`src/hw/rtl/spnc_pkg.sv`:
```
// ----------------------------------------------------------------------------
// spnc_pkg - shared types and constants for the shortest path core
// Action codes, sequencer states, edge record layout and the control bundle
// that drives the vertex state unit.
// ----------------------------------------------------------------------------
package spnc_pkg;

  localparam int DEF_MAX_VERTICES = 16;
  localparam int DEF_MAX_EDGES    = 64;

  localparam int DIST_W   = 25;  // stored distance, two's complement
  localparam int WEIGHT_W = 16;  // edge weight, two's complement
  localparam int VFIELD_W = 4;   // vertex fields on the ports
  localparam int VC_W     = 5;   // vertex_count register width

  localparam logic [VC_W-1:0] VC_RESET = 5'd16;

  localparam logic KIND_DIST  = 1'b0;
  localparam logic KIND_CYCLE = 1'b1;

  typedef enum logic [1:0] {
    ACT_CLEAR = 2'd0,
    ACT_ADD   = 2'd1,
    ACT_RUN   = 2'd2
  } act_t;

  typedef enum logic [3:0] {
    ST_IDLE,
    ST_INIT,
    ST_EDGE_FETCH,
    ST_EDGE_EVAL,
    ST_WALK,
    ST_DIST_RD,
    ST_DIST_EMIT,
    ST_CYC_RD,
    ST_CYC_EMIT
  } state_t;

  typedef struct packed {
    logic [VFIELD_W-1:0]        src;
    logic [VFIELD_W-1:0]        dst;
    logic signed [WEIGHT_W-1:0] weight;
  } edge_t;

  // Control bundle from the sequencer to the vertex state unit.
  typedef struct packed {
    logic clear;    // drop all reached marks and predecessors
    logic seed;     // mark addr_a reached with distance 0
    logic rd;       // read both distance ports, capture edge operands
    logic edge_ok;  // both endpoints of the captured edge are in use
    logic eval;     // relax check on the captured edge, commit if it improves
  } vs_ctrl_t;

endpackage

```
`src/hw/rtl/spnc_vertex_unit.sv`:
```
// ----------------------------------------------------------------------------
// spnc_vertex_unit - per-vertex state and the shared relax unit
// Holds distances (two-read memory), reached marks and predecessors, and does
// the add / compare / saturate / write-back for one edge at a time.
// ----------------------------------------------------------------------------
module spnc_vertex_unit #(
  parameter int MAX_VERTICES = spnc_pkg::DEF_MAX_VERTICES,
  localparam int VW = $clog2(MAX_VERTICES)
) (
  input  logic                               clk,
  input  logic                               rst,
  input  spnc_pkg::vs_ctrl_t                 ctrl,
  input  logic [VW-1:0]                      addr_a,
  input  logic [VW-1:0]                      addr_b,
  input  logic signed [spnc_pkg::WEIGHT_W-1:0] weight,
  input  logic [VW-1:0]                      pred_idx,
  output logic                               relax,
  output logic signed [spnc_pkg::DIST_W-1:0] rd_dist,
  output logic                               rd_reached,
  output logic                               pred_valid_at,
  output logic [VW-1:0]                      pred_at
);

  localparam int DW = spnc_pkg::DIST_W;
  localparam int WW = spnc_pkg::WEIGHT_W;
  localparam logic signed [DW-1:0] DIST_MAX = {1'b0, {(DW-1){1'b1}}};
  localparam logic signed [DW-1:0] DIST_MIN = {1'b1, {(DW-1){1'b0}}};

  logic signed [DW-1:0] dist_mem [MAX_VERTICES];
  logic signed [DW-1:0] da;
  logic signed [DW-1:0] db;
  logic                 reached_a;
  logic                 reached_b;
  logic [VW-1:0]        from_q;
  logic [VW-1:0]        to_q;
  logic signed [WW-1:0] weight_q;
  logic                 edge_ok_q;

  logic [MAX_VERTICES-1:0] reached;
  logic [MAX_VERTICES-1:0] reached_next;
  logic [MAX_VERTICES-1:0] pred_ok;
  logic [MAX_VERTICES-1:0] pred_ok_next;
  logic [VW-1:0]           pred_vtx [MAX_VERTICES];

  logic signed [DW:0]   cand;
  logic signed [DW:0]   db_ext;
  logic                 less;
  logic                 commit;
  logic signed [DW-1:0] clamped;
  logic                 we;
  logic [VW-1:0]        wa;
  logic signed [DW-1:0] wd;

  // one adder, one compare, saturate to the stored range
  assign cand    = $signed({da[DW-1], da}) + $signed({{(DW+1-WW){weight_q[WW-1]}}, weight_q});
  assign db_ext  = $signed({db[DW-1], db});
  assign less    = cand < db_ext;
  assign relax   = edge_ok_q & reached_a & (~reached_b | less);
  assign commit  = ctrl.eval & relax;
  assign clamped = (cand[DW] != cand[DW-1]) ? (cand[DW] ? DIST_MIN : DIST_MAX)
                                            : cand[DW-1:0];

  assign we = ctrl.seed | commit;
  assign wa = ctrl.seed ? addr_a : to_q;
  assign wd = ctrl.seed ? '0 : clamped;

  always_ff @(posedge clk) begin
    if (we) begin
      dist_mem[wa] <= wd;
    end
    if (ctrl.rd) begin
      da <= dist_mem[addr_a];
      db <= dist_mem[addr_b];
    end
  end

  always_ff @(posedge clk) begin
    if (ctrl.rd) begin
      reached_a <= reached[addr_a];
      reached_b <= reached[addr_b];
      from_q    <= addr_a;
      to_q      <= addr_b;
      weight_q  <= weight;
      edge_ok_q <= ctrl.edge_ok;
    end
    if (commit) begin
      pred_vtx[to_q] <= from_q;
    end
  end

  // clear first, then the seed or a committed relax sets its bit
  always_comb begin
    reached_next = ctrl.clear ? '0 : reached;
    pred_ok_next = ctrl.clear ? '0 : pred_ok;
    if (ctrl.seed) begin
      reached_next[addr_a] = 1'b1;
    end
    if (commit) begin
      reached_next[to_q] = 1'b1;
      pred_ok_next[to_q] = 1'b1;
    end
  end

  always_ff @(posedge clk) begin
    if (rst) begin
      reached <= '0;
      pred_ok <= '0;
    end else begin
      reached <= reached_next;
      pred_ok <= pred_ok_next;
    end
  end

  assign rd_dist       = da;
  assign rd_reached    = reached_a;
  assign pred_valid_at = pred_ok[pred_idx];
  assign pred_at       = pred_vtx[pred_idx];

endmodule

```
`src/hw/rtl/shortest_path_negative_cycle_core.sv`:
```
// ----------------------------------------------------------------------------
// shortest_path_negative_cycle_core - single-source shortest paths engine
// Edge list store, relax sequencer and result emitter with negative cycle walk.
// ----------------------------------------------------------------------------
// Beats on the input channel are actions: clear the edge table, add one edge
// (dropped once MAX_EDGES are stored), or run a search from start_vertex.
// Clear and add produce no result. A run holds
// in_stall high until its last result has been loaded into the output
// register; it relaxes every stored edge, in load order, once per pass for n
// passes (n = vertex_count clamped to 1..MAX_VERTICES), then makes one more
// pass that stops at the first edge that still improves. Each edge goes
// through the single relax unit as a distance memory read, then an add /
// compare / write back, with the next edge read from the edge memory
// in the shadow of the current one. Each result is a distance memory read,
// then an output load, which waits while the output stalls. Results: one
// distance beat per vertex in index order (kind 0); if a negative cycle was
// found and the walk back through predecessors lands on a valid vertex, the
// cycle vertices follow (kind 1, at most n). last marks the final beat of
// the run and negative_cycle is the same on every beat of it. Unreached
// vertices report distance 0. vertex_count is written through the cfg
// channel; the user must write it only while the core is idle, which the
// core does not enforce. cfg_ready is always high.
// ----------------------------------------------------------------------------
module shortest_path_negative_cycle_core #(
  parameter int MAX_VERTICES = spnc_pkg::DEF_MAX_VERTICES,
  parameter int MAX_EDGES    = spnc_pkg::DEF_MAX_EDGES
) (
  input  logic                                 clk,
  input  logic                                 rst,
  // action channel
  input  logic                                 in_valid,
  output logic                                 in_stall,
  input  logic [1:0]                           action,
  input  logic [spnc_pkg::VFIELD_W-1:0]        edge_from,
  input  logic [spnc_pkg::VFIELD_W-1:0]        edge_to,
  input  logic signed [spnc_pkg::WEIGHT_W-1:0] edge_weight,
  input  logic [spnc_pkg::VFIELD_W-1:0]        start_vertex,
  // result channel
  output logic                                 out_valid,
  input  logic                                 out_stall,
  output logic                                 kind,
  output logic [spnc_pkg::VFIELD_W-1:0]        vertex,
  output logic signed [spnc_pkg::DIST_W-1:0]   distance,
  output logic                                 reachable,
  output logic                                 negative_cycle,
  output logic                                 last,
  // configuration
  input  logic                                 cfg_valid,
  output logic                                 cfg_ready,
  input  logic [spnc_pkg::VC_W-1:0]            cfg_data
);

  localparam int VW = $clog2(MAX_VERTICES);        // vertex index
  localparam int NW = $clog2(MAX_VERTICES + 1);    // vertex counts, up to n
  localparam int CW = (NW > spnc_pkg::VC_W) ? NW : spnc_pkg::VC_W;
  localparam int EW = $clog2(MAX_EDGES + 1);       // edge counts
  localparam int AW = (MAX_EDGES > 1) ? $clog2(MAX_EDGES) : 1;

  // sequencer state
  spnc_pkg::state_t state;
  spnc_pkg::state_t state_next;

  logic [spnc_pkg::VC_W-1:0] vertex_count;
  logic [EW-1:0]             edge_total;
  logic [EW-1:0]             e;          // edge index within a pass
  logic [NW-1:0]             p;          // pass index
  logic [NW-1:0]             cnt;        // walk steps / result index
  logic                      detect;     // in the cycle check pass
  logic                      cycle;      // negative cycle found
  logic                      cyc_valid;  // walk ended on a valid vertex
  logic [VW-1:0]             cyc_start;
  logic [VW-1:0]             y;          // walk cursor
  logic                      y_ok;
  logic [spnc_pkg::VFIELD_W-1:0] start_q;

  // edge memory
  spnc_pkg::edge_t edge_mem [MAX_EDGES];
  spnc_pkg::edge_t edge_rd;
  logic            edge_we;
  logic            edge_re;
  logic [AW-1:0]   edge_ra;

  // vertex unit interface
  spnc_pkg::vs_ctrl_t ctrl;
  logic [VW-1:0]      addr_a;
  logic [VW-1:0]      addr_b;
  logic               relax;
  logic signed [spnc_pkg::DIST_W-1:0] rd_dist;
  logic               rd_reached;
  logic               pred_valid_at;
  logic [VW-1:0]      pred_at;

  // derived terms
  logic [CW-1:0] vc_w;
  logic [CW-1:0] n_w;
  logic [NW-1:0] n;
  logic          in_acc;
  logic          out_free;
  logic          out_load;
  logic          last_edge;
  logic          last_pass;
  logic          last_idx;
  logic          walk_done;
  logic          fin;
  logic          start_ok;
  logic          from_ok;
  logic          to_ok;
  logic [EW-1:0] e_next;

  assign cfg_ready = 1'b1;
  assign in_stall  = (state != spnc_pkg::ST_IDLE);
  assign in_acc    = in_valid & ~in_stall;
  assign out_free  = ~out_valid | ~out_stall;

  // active vertex count: 0 acts as 1, anything above the store size saturates
  always_comb begin
    vc_w = CW'(vertex_count);
    if (vc_w == '0) begin
      n_w = CW'(1);
    end else if (vc_w > CW'(MAX_VERTICES)) begin
      n_w = CW'(MAX_VERTICES);
    end else begin
      n_w = vc_w;
    end
    n = NW'(n_w);
  end

  assign start_ok  = CW'(start_q) < n_w;
  assign from_ok   = CW'(edge_rd.src) < n_w;
  assign to_ok     = CW'(edge_rd.dst) < n_w;
  assign last_edge = (e + EW'(1)) == edge_total;
  assign last_pass = (p + NW'(1)) == n;
  assign last_idx  = (cnt + NW'(1)) == n;
  assign walk_done = (cnt == n) | ~y_ok;
  assign fin       = ~pred_valid_at | (pred_at == cyc_start) | last_idx;
  assign e_next    = last_edge ? '0 : e + EW'(1);

  // next state
  always_comb begin
    state_next = state;
    case (state)
      spnc_pkg::ST_IDLE: begin
        if (in_acc && action == spnc_pkg::ACT_RUN) begin
          state_next = spnc_pkg::ST_INIT;
        end
      end
      spnc_pkg::ST_INIT: begin
        state_next = (edge_total == '0) ? spnc_pkg::ST_DIST_RD : spnc_pkg::ST_EDGE_FETCH;
      end
      spnc_pkg::ST_EDGE_FETCH: begin
        state_next = spnc_pkg::ST_EDGE_EVAL;
      end
      spnc_pkg::ST_EDGE_EVAL: begin
        if (detect && relax) begin
          state_next = spnc_pkg::ST_WALK;
        end else if (last_edge && detect) begin
          state_next = spnc_pkg::ST_DIST_RD;
        end else begin
          state_next = spnc_pkg::ST_EDGE_FETCH;
        end
      end
      spnc_pkg::ST_WALK: begin
        if (walk_done) begin
          state_next = spnc_pkg::ST_DIST_RD;
        end
      end
      spnc_pkg::ST_DIST_RD: begin
        state_next = spnc_pkg::ST_DIST_EMIT;
      end
      spnc_pkg::ST_DIST_EMIT: begin
        if (out_free) begin
          if (!last_idx) begin
            state_next = spnc_pkg::ST_DIST_RD;
          end else if (cycle && cyc_valid) begin
            state_next = spnc_pkg::ST_CYC_RD;
          end else begin
            state_next = spnc_pkg::ST_IDLE;
          end
        end
      end
      spnc_pkg::ST_CYC_RD: begin
        state_next = spnc_pkg::ST_CYC_EMIT;
      end
      spnc_pkg::ST_CYC_EMIT: begin
        if (out_free) begin
          state_next = fin ? spnc_pkg::ST_IDLE : spnc_pkg::ST_CYC_RD;
        end
      end
      default: begin
        state_next = spnc_pkg::ST_IDLE;
      end
    endcase
  end

  // outputs of the sequencer
  always_comb begin
    ctrl     = '0;
    addr_a   = '0;
    addr_b   = '0;
    edge_re  = 1'b0;
    edge_ra  = '0;
    edge_we  = 1'b0;
    out_load = 1'b0;
    case (state)
      spnc_pkg::ST_IDLE: begin
        edge_we = in_acc && action == spnc_pkg::ACT_ADD && edge_total < EW'(MAX_EDGES);
      end
      spnc_pkg::ST_INIT: begin
        ctrl.clear = 1'b1;
        ctrl.seed  = start_ok;
        addr_a     = VW'(start_q);
        edge_re    = 1'b1;
      end
      spnc_pkg::ST_EDGE_FETCH: begin
        ctrl.rd      = 1'b1;
        ctrl.edge_ok = from_ok & to_ok;
        addr_a       = VW'(edge_rd.src);
        addr_b       = VW'(edge_rd.dst);
        edge_re      = 1'b1;            // prefetch the next edge
        edge_ra      = AW'(e_next);
      end
      spnc_pkg::ST_EDGE_EVAL: begin
        ctrl.eval = 1'b1;
      end
      spnc_pkg::ST_DIST_RD: begin
        ctrl.rd = 1'b1;
        addr_a  = VW'(cnt);
      end
      spnc_pkg::ST_CYC_RD: begin
        ctrl.rd = 1'b1;
        addr_a  = y;
      end
      spnc_pkg::ST_DIST_EMIT, spnc_pkg::ST_CYC_EMIT: begin
        out_load = out_free;
      end
      default: begin
        ctrl = '0;
      end
    endcase
  end

  // edge store
  always_ff @(posedge clk) begin
    if (edge_we) begin
      edge_mem[AW'(edge_total)] <= '{src: edge_from, dst: edge_to, weight: edge_weight};
    end
    if (edge_re) begin
      edge_rd <= edge_mem[edge_ra];
    end
  end

  spnc_vertex_unit #(
    .MAX_VERTICES (MAX_VERTICES)
  ) u_vertex (
    .clk           (clk),
    .rst           (rst),
    .ctrl          (ctrl),
    .addr_a        (addr_a),
    .addr_b        (addr_b),
    .weight        (edge_rd.weight),
    .pred_idx      (y),
    .relax         (relax),
    .rd_dist       (rd_dist),
    .rd_reached    (rd_reached),
    .pred_valid_at (pred_valid_at),
    .pred_at       (pred_at)
  );

  // control registers
  always_ff @(posedge clk) begin
    if (rst) begin
      state        <= spnc_pkg::ST_IDLE;
      vertex_count <= spnc_pkg::VC_RESET;
      edge_total   <= '0;
      e            <= '0;
      p            <= '0;
      cnt          <= '0;
      detect       <= 1'b0;
      cycle        <= 1'b0;
      cyc_valid    <= 1'b0;
      out_valid    <= 1'b0;
    end else begin
      state <= state_next;
      if (cfg_valid && cfg_ready) begin
        vertex_count <= cfg_data;
      end
      if (out_load) begin
        out_valid <= 1'b1;
      end else if (!out_stall) begin
        out_valid <= 1'b0;
      end
      case (state)
        spnc_pkg::ST_IDLE: begin
          if (in_acc && action == spnc_pkg::ACT_CLEAR) begin
            edge_total <= '0;
          end
          if (edge_we) begin
            edge_total <= edge_total + EW'(1);
          end
        end
        spnc_pkg::ST_INIT: begin
          e         <= '0;
          p         <= '0;
          cnt       <= '0;
          detect    <= 1'b0;
          cycle     <= 1'b0;
          cyc_valid <= 1'b0;
        end
        spnc_pkg::ST_EDGE_EVAL: begin
          if (detect && relax) begin
            cycle <= 1'b1;
            cnt   <= '0;
          end else if (last_edge) begin
            e <= '0;
            if (detect) begin
              cnt <= '0;
            end else if (last_pass) begin
              detect <= 1'b1;
            end else begin
              p <= p + NW'(1);
            end
          end else begin
            e <= e + EW'(1);
          end
        end
        spnc_pkg::ST_WALK: begin
          if (walk_done) begin
            cyc_valid <= y_ok;
            cnt       <= '0;
          end else begin
            cnt <= cnt + NW'(1);
          end
        end
        spnc_pkg::ST_DIST_EMIT: begin
          if (out_free) begin
            cnt <= last_idx ? '0 : cnt + NW'(1);
          end
        end
        spnc_pkg::ST_CYC_EMIT: begin
          if (out_free) begin
            cnt <= cnt + NW'(1);
          end
        end
        default: begin
          cnt <= cnt;
        end
      endcase
    end
  end

  // walk cursor and run operands
  always_ff @(posedge clk) begin
    case (state)
      spnc_pkg::ST_IDLE: begin
        if (in_acc) begin
          start_q <= start_vertex;
        end
      end
      spnc_pkg::ST_EDGE_FETCH: begin
        y    <= VW'(edge_rd.dst);   // walk begins at this edge if it trips the check
        y_ok <= 1'b1;
      end
      spnc_pkg::ST_WALK: begin
        if (walk_done) begin
          cyc_start <= y;
        end else begin
          y    <= pred_at;
          y_ok <= pred_valid_at;
        end
      end
      spnc_pkg::ST_DIST_EMIT: begin
        if (out_free && last_idx) begin
          y <= cyc_start;
        end
      end
      spnc_pkg::ST_CYC_EMIT: begin
        if (out_free) begin
          y <= pred_at;
        end
      end
      default: begin
        y <= y;
      end
    endcase
  end

  // result register
  always_ff @(posedge clk) begin
    if (out_load) begin
      if (state == spnc_pkg::ST_DIST_EMIT) begin
        kind           <= spnc_pkg::KIND_DIST;
        vertex         <= spnc_pkg::VFIELD_W'(cnt);
        distance       <= rd_reached ? rd_dist : '0;
        reachable      <= rd_reached;
        negative_cycle <= cycle;
        last           <= last_idx & ~(cycle & cyc_valid);
      end else begin
        kind           <= spnc_pkg::KIND_CYCLE;
        vertex         <= spnc_pkg::VFIELD_W'(y);
        distance       <= rd_dist;
        reachable      <= 1'b1;
        negative_cycle <= 1'b1;
        last           <= fin;
      end
    end
  end

`ifndef SYNTHESIS
  a_out_from_emit: assert property (@(posedge clk) disable iff (rst)
    $rose(out_valid) |-> ($past(state) == spnc_pkg::ST_DIST_EMIT ||
                          $past(state) == spnc_pkg::ST_CYC_EMIT))
    else $error("result beat raised outside an emit state");

  a_total_cap: assert property (@(posedge clk) disable iff (rst)
    edge_total <= EW'(MAX_EDGES))
    else $error("edge count beyond table capacity");

  a_fetch_range: assert property (@(posedge clk) disable iff (rst)
    state == spnc_pkg::ST_EDGE_FETCH |-> e < edge_total)
    else $error("edge fetch past stored edges");

  a_cycle_gate: assert property (@(posedge clk) disable iff (rst)
    state == spnc_pkg::ST_CYC_RD |-> (cycle && cyc_valid))
    else $error("cycle emit without a valid cycle");

  a_index_range: assert property (@(posedge clk) disable iff (rst)
    (state == spnc_pkg::ST_DIST_RD || state == spnc_pkg::ST_CYC_RD) |-> cnt < n)
    else $error("result index beyond active vertex count");
`endif

endmodule

```
`config.mk`:
```
export PLATFORM = sky130hd
export DESIGN_NAME = shortest_path_negative_cycle_core
export DESIGN_NICKNAME = d
export VERILOG_FILES = /design/src/hw/rtl/spnc_pkg.sv /design/src/hw/rtl/spnc_vertex_unit.sv /design/src/hw/rtl/shortest_path_negative_cycle_core.sv
export SDC_FILE = /design/constraint.sdc
export NUM_CORES = 2
export LEC_CHECK = 0
export BUFFER_PORTS_ARGS = -buffer_cell sky130_fd_sc_hd__buf_4
export CAP_MARGIN = 20
export CORE_MARGIN = 3
export CORE_UTILIZATION = 25
export CTS_CLUSTER_DIAMETER = 100
export DETAILED_ROUTE_END_ITERATION = 6
export PLACE_DENSITY = 0.42
export SYNTH_ARGS = -nofsm -noshare
export SYNTH_HDL_FRONTEND = slang
export SYNTH_HIERARCHICAL = 1
export SYNTH_SLANG_ARGS = --single-unit
```
`constraint.sdc`:
```
create_clock -name clk -period 7.3 [get_ports clk]
set_input_delay 0.73 -clock clk [delete_from_list [all_inputs] [get_ports clk]]
set_output_delay 0.73 -clock clk [all_outputs]
set_load 0.03 [all_outputs]
```
==> results list <==
- 76 I/O pins were placed.
- Cells resized by post-CTS repair: 0
- The routed design has 316100 um of wire.
- Placed cell areas: 99430 um2
- Area of the die: 373100 um2
* Fraction of final layout cells with drive strength greater than 1: 0.2228
- Final standard cell count with taps included and fillers excluded: 10650
- The initial antenna violation count came to 40.
- On the critical path, the stage with the largest delay is an instance of sky130_fd_sc_hd__nor2_4.
- Of all nets on the critical path, the largest fanout is 21.
- TritonCTS clock tree: built
- The HPWL after detailed placement is 196500 um.
- Cts bufs inserted: 244
- Drt drc: 0
- The initial utilization of the core area, before any placement, comes to 0.2517.
- The share of the Yosys chip area taken by registers is 0.7201.
* Number of iterations in the first detailed-routing pass: 6
* Endpoint required time on the critical path: 7.84 ns
- On the worst path, the slowest cell contributes a delay of 0.57 ns.
- The die is 610.8 um wide.
- Setup violations remaining at the end of the flow were counted as 0.
- Worst clock skew on the final layout: 0.08737 ns
- Portion of the clock cycle consumed by the worst path in the final layout: 0.8670
- Traced cell by cell, the critical path runs through ha_1 > nand2_1 > nor3_1 > o2111ai_1 > nand3_1 > nor2_2 > o31ai_4 > inv_1 > ha_1 > nand4_1 > nor4_1 > a21oi_1 > nand4b_1 > a31oi_1 > mux2_2 > a31oi_1 > nor2_4 > buf_4.
* Max Used Layer: met5
- Netlist cell types: 97
* # H-tree levels: 4
- Fin Setup TNS: 0 ns
- Counting every sink on the clock net gives 2216.
- Count of state elements after synthesis: 2216
- Ys flop type: sky130_fd_sc_hd__edfxtp_1
- The tree is rooted in a sky130_fd_sc_hd__clkbuf_16.
* DR WL met3: 21870 um
- Post-synthesis instance area: 91450 um2
* Number of placed cells counting well taps: 10170
- Subtracting the final worst setup slack from the clock period gives 6.329 ns.
* Number of synthesis warnings: 6
- Final antenna-violating net count: 0
- After the first detailed-routing iteration, the DRC count stood at 5671.
* IO Port Bufs: 74
* Vias post-DR: 53100
- Across every metal layer, demand over resource in global routing totals 0.1650.
- The routed design uses 144700 um of met2 wire.
- Hold timing on the final database bottoms out at a slack of 0.08800 ns.
- Total power for the finished layout comes to 26.69 mW.
- Entering global routing, the biggest net connects 109 pins.
* Hold/Removal Path Class: in2reg
- Maximum number of buffers from clock root to sink: 4
- Of all flip-flops after synthesis, the portion carrying an async set or reset was 0.
* Final instance area: 107300 um2
- The worst setup path is of the reg2reg kind.
* Relative max-transition margin: 0.1703
* Post-synth top area share: 0.7050
- Endpoint kind of the worst setup timing path: register
- Synthesis produced a netlist with a net count of 5471.
- Number of synthesized flops with an enable pin: 2147
- The first global-routing pass estimated 436400 um of wire.
- Synth-to-Final Area Change: 17.31%
- Category of the worst setup path launch point: register
- Final Max Slew Viols: 0
- Commonest cells after routing, fill and taps aside: 2147 x sky130_fd_sc_hd__edfxtp_1, 385 x sky130_fd_sc_hd__mux4_2, 321 x sky130_fd_sc_hd__buf_4
* Clock network latency to the later pin of the worst-skew pair: 0.97 ns
- Cells after synthesis: 5366
- Mean instance size in the synthesized netlist: 17.04 um2
- At the end of routability-driven placement, the weighted congestion stood at 0.8683.
- Most common cell after layout, fill and taps aside: sky130_fd_sc_hd__edfxtp_1
- Power density relative to cell area: 248.8 nW/um2
- From bottom edge to top edge, the die measures 610.8 um.
- VDD sags by at most 0.1957 mV.
* Clock transition at the registers of the reported paths: 0.06 ns
* Final count of hold timing violations: 0
- RSZ-0062 raised after global routing: false
- Leakage dissipation: 32.42 nW
- The number of global-route vias before repair was 51990.
- Detail-routed net length per standard cell: 29.69 um
- Largest cells by area after synthesis: sky130_fd_sc_hd__edfxtp_1 71%, sky130_fd_sc_hd__mux4_2 9.5%, sky130_fd_sc_hd__mux2i_1 1.6%
* Total gr overflow: 0
* CP arrival: 6.87 ns
- The tool flagged a number of max-cap violations equal to 0.
* Outcome: completed
- Derived from the worst setup path, the maximum achievable clock frequency is 0.1580 GHz.
- Core footprint: 363300 um2
- Actual transition at the worst max-transition pin: 1.232 ns
* Net total in the final layout: 5743
- Average via count per standard cell: 4.987
* FP Rows: 221
- Wire length on met1: 141100 um
- Top cell type by total area after synthesis: sky130_fd_sc_hd__edfxtp_1
-- logic make-up after synthesis --
group | share of synthesized area
compound gates | 0.07732
xor+xnor | 0.006308
fa+ha+maj | 0.008976
buf+inv | 0.01755
flops | 0.7201
mux | 0.1207
other cells | 0.00004101
simple gates | 0.04902
-- repair_timing --
action / CTS / global route
setup buffers: 0 / 0
hold buffers: 6 / 0
hold endpoints to repair: 13 / 0
-- power by group --
| part | internal (mW) | switching (mW) | leakage (nW) |
|---|---|---|---|
| Sequential | 14.0 | 0.0292 | 19.9 |
| Combinational | 0.193 | 0.506 | 8.81 |
| Clock | 6.76 | 5.22 | 3.74 |
-- cell usage after synthesis, types with 58 or more instances --
cell type and count:
sky130_fd_sc_hd__edfxtp_1 2147, sky130_fd_sc_hd__mux4_2 385, sky130_fd_sc_hd__nor2_1 344, sky130_fd_sc_hd__o21ai_0 268
sky130_fd_sc_hd__a21oi_1 235, sky130_fd_sc_hd__nand2_1 206, sky130_fd_sc_hd__clkbuf_1 187, sky130_fd_sc_hd__mux2i_1 145
sky130_fd_sc_hd__o22ai_1 137, sky130_fd_sc_hd__buf_2 89, sky130_fd_sc_hd__mux2_2 81, sky130_fd_sc_hd__o221ai_1 75
sky130_fd_sc_hd__dfxtp_1 69, sky130_fd_sc_hd__nand3_1 69, sky130_fd_sc_hd__inv_1 67, sky130_fd_sc_hd__nor2b_1 65
sky130_fd_sc_hd__ha_1 64, sky130_fd_sc_hd__nor3_1 58
-- layout make-up --
type,count,area (um2)
antenna,11,27.53
clock inverter,153,1301
inverter,69,259.0
sequential,2216,65860
multi-input combinational,2758,24580
tap,4794,5998
clock buffer,298,6372
fill,36060,256100
timing repair buffer,349,2875
-- layer usage --
metal / vias to the layer above / GRT usage
met5: - / 0
met4: 16 / 0.04313
met3: 379 / 0.03033
met2: 1939 / 0.2575
met1: 28370 / 0.2353
li1: 22400 / -
-- registers in the layout, indices dropped and copies added, names as in the netlist, 5 cells and up --
name / flops
u_vertex/rd_dist: 25
u_vertex/weight_q: 16
u_vertex/pred_ok: 16
vc_w: 5
distance: 25
u_vertex/db: 25
edge_rd: 24
e: 7
u_vertex/pred_vtx: 64
u_vertex/reached: 16
edge_mem: 1536
u_vertex/dist_mem: 400
edge_total: 7
cnt: 5
p: 5
-- stage by stage --
| stage | setup WS, ns | utilization |
|---|---|---|
| 3_5_place_dp | 1.097 | 0.2737 |
| 4_1_cts | 1.022 | 0.2949 |
| 6_report | 0.9708 | 0.2952 |
| 3_3_place_gp | 1.111 | 0.2735 |
| 5_1_grt | 0.4978 | 0.2952 |
| 2_1_floorplan | 2.059 | - |
-- path summary, 6_finish.rpt --
path	start	endpoint	slack [ns]	cells after the start
worst min-delay path	cfg_data[0]	vc_w[0]	0.09	3
worst max-delay path	u_vertex/weight_q[15]	u_vertex/dist_mem[2][0]	0.97	18
worst max register to register	u_vertex/weight_q[15]	u_vertex/dist_mem[2][0]	0.97	18
worst min register to register	edge_rd[8]	u_vertex/weight_q[8]	0.46	0
-- worst max-delay path: cells and delay by family, from the launching register on --
kind,cells,cell delay [ns]
flops,1,0.56
mux,1,0.52
buf+inv,2,0.58
fa+ha+maj,2,0.86
compound gates,5,1.34
simple gates,8,2.08
Note: power is estimated with default switching activity, not from simulation.
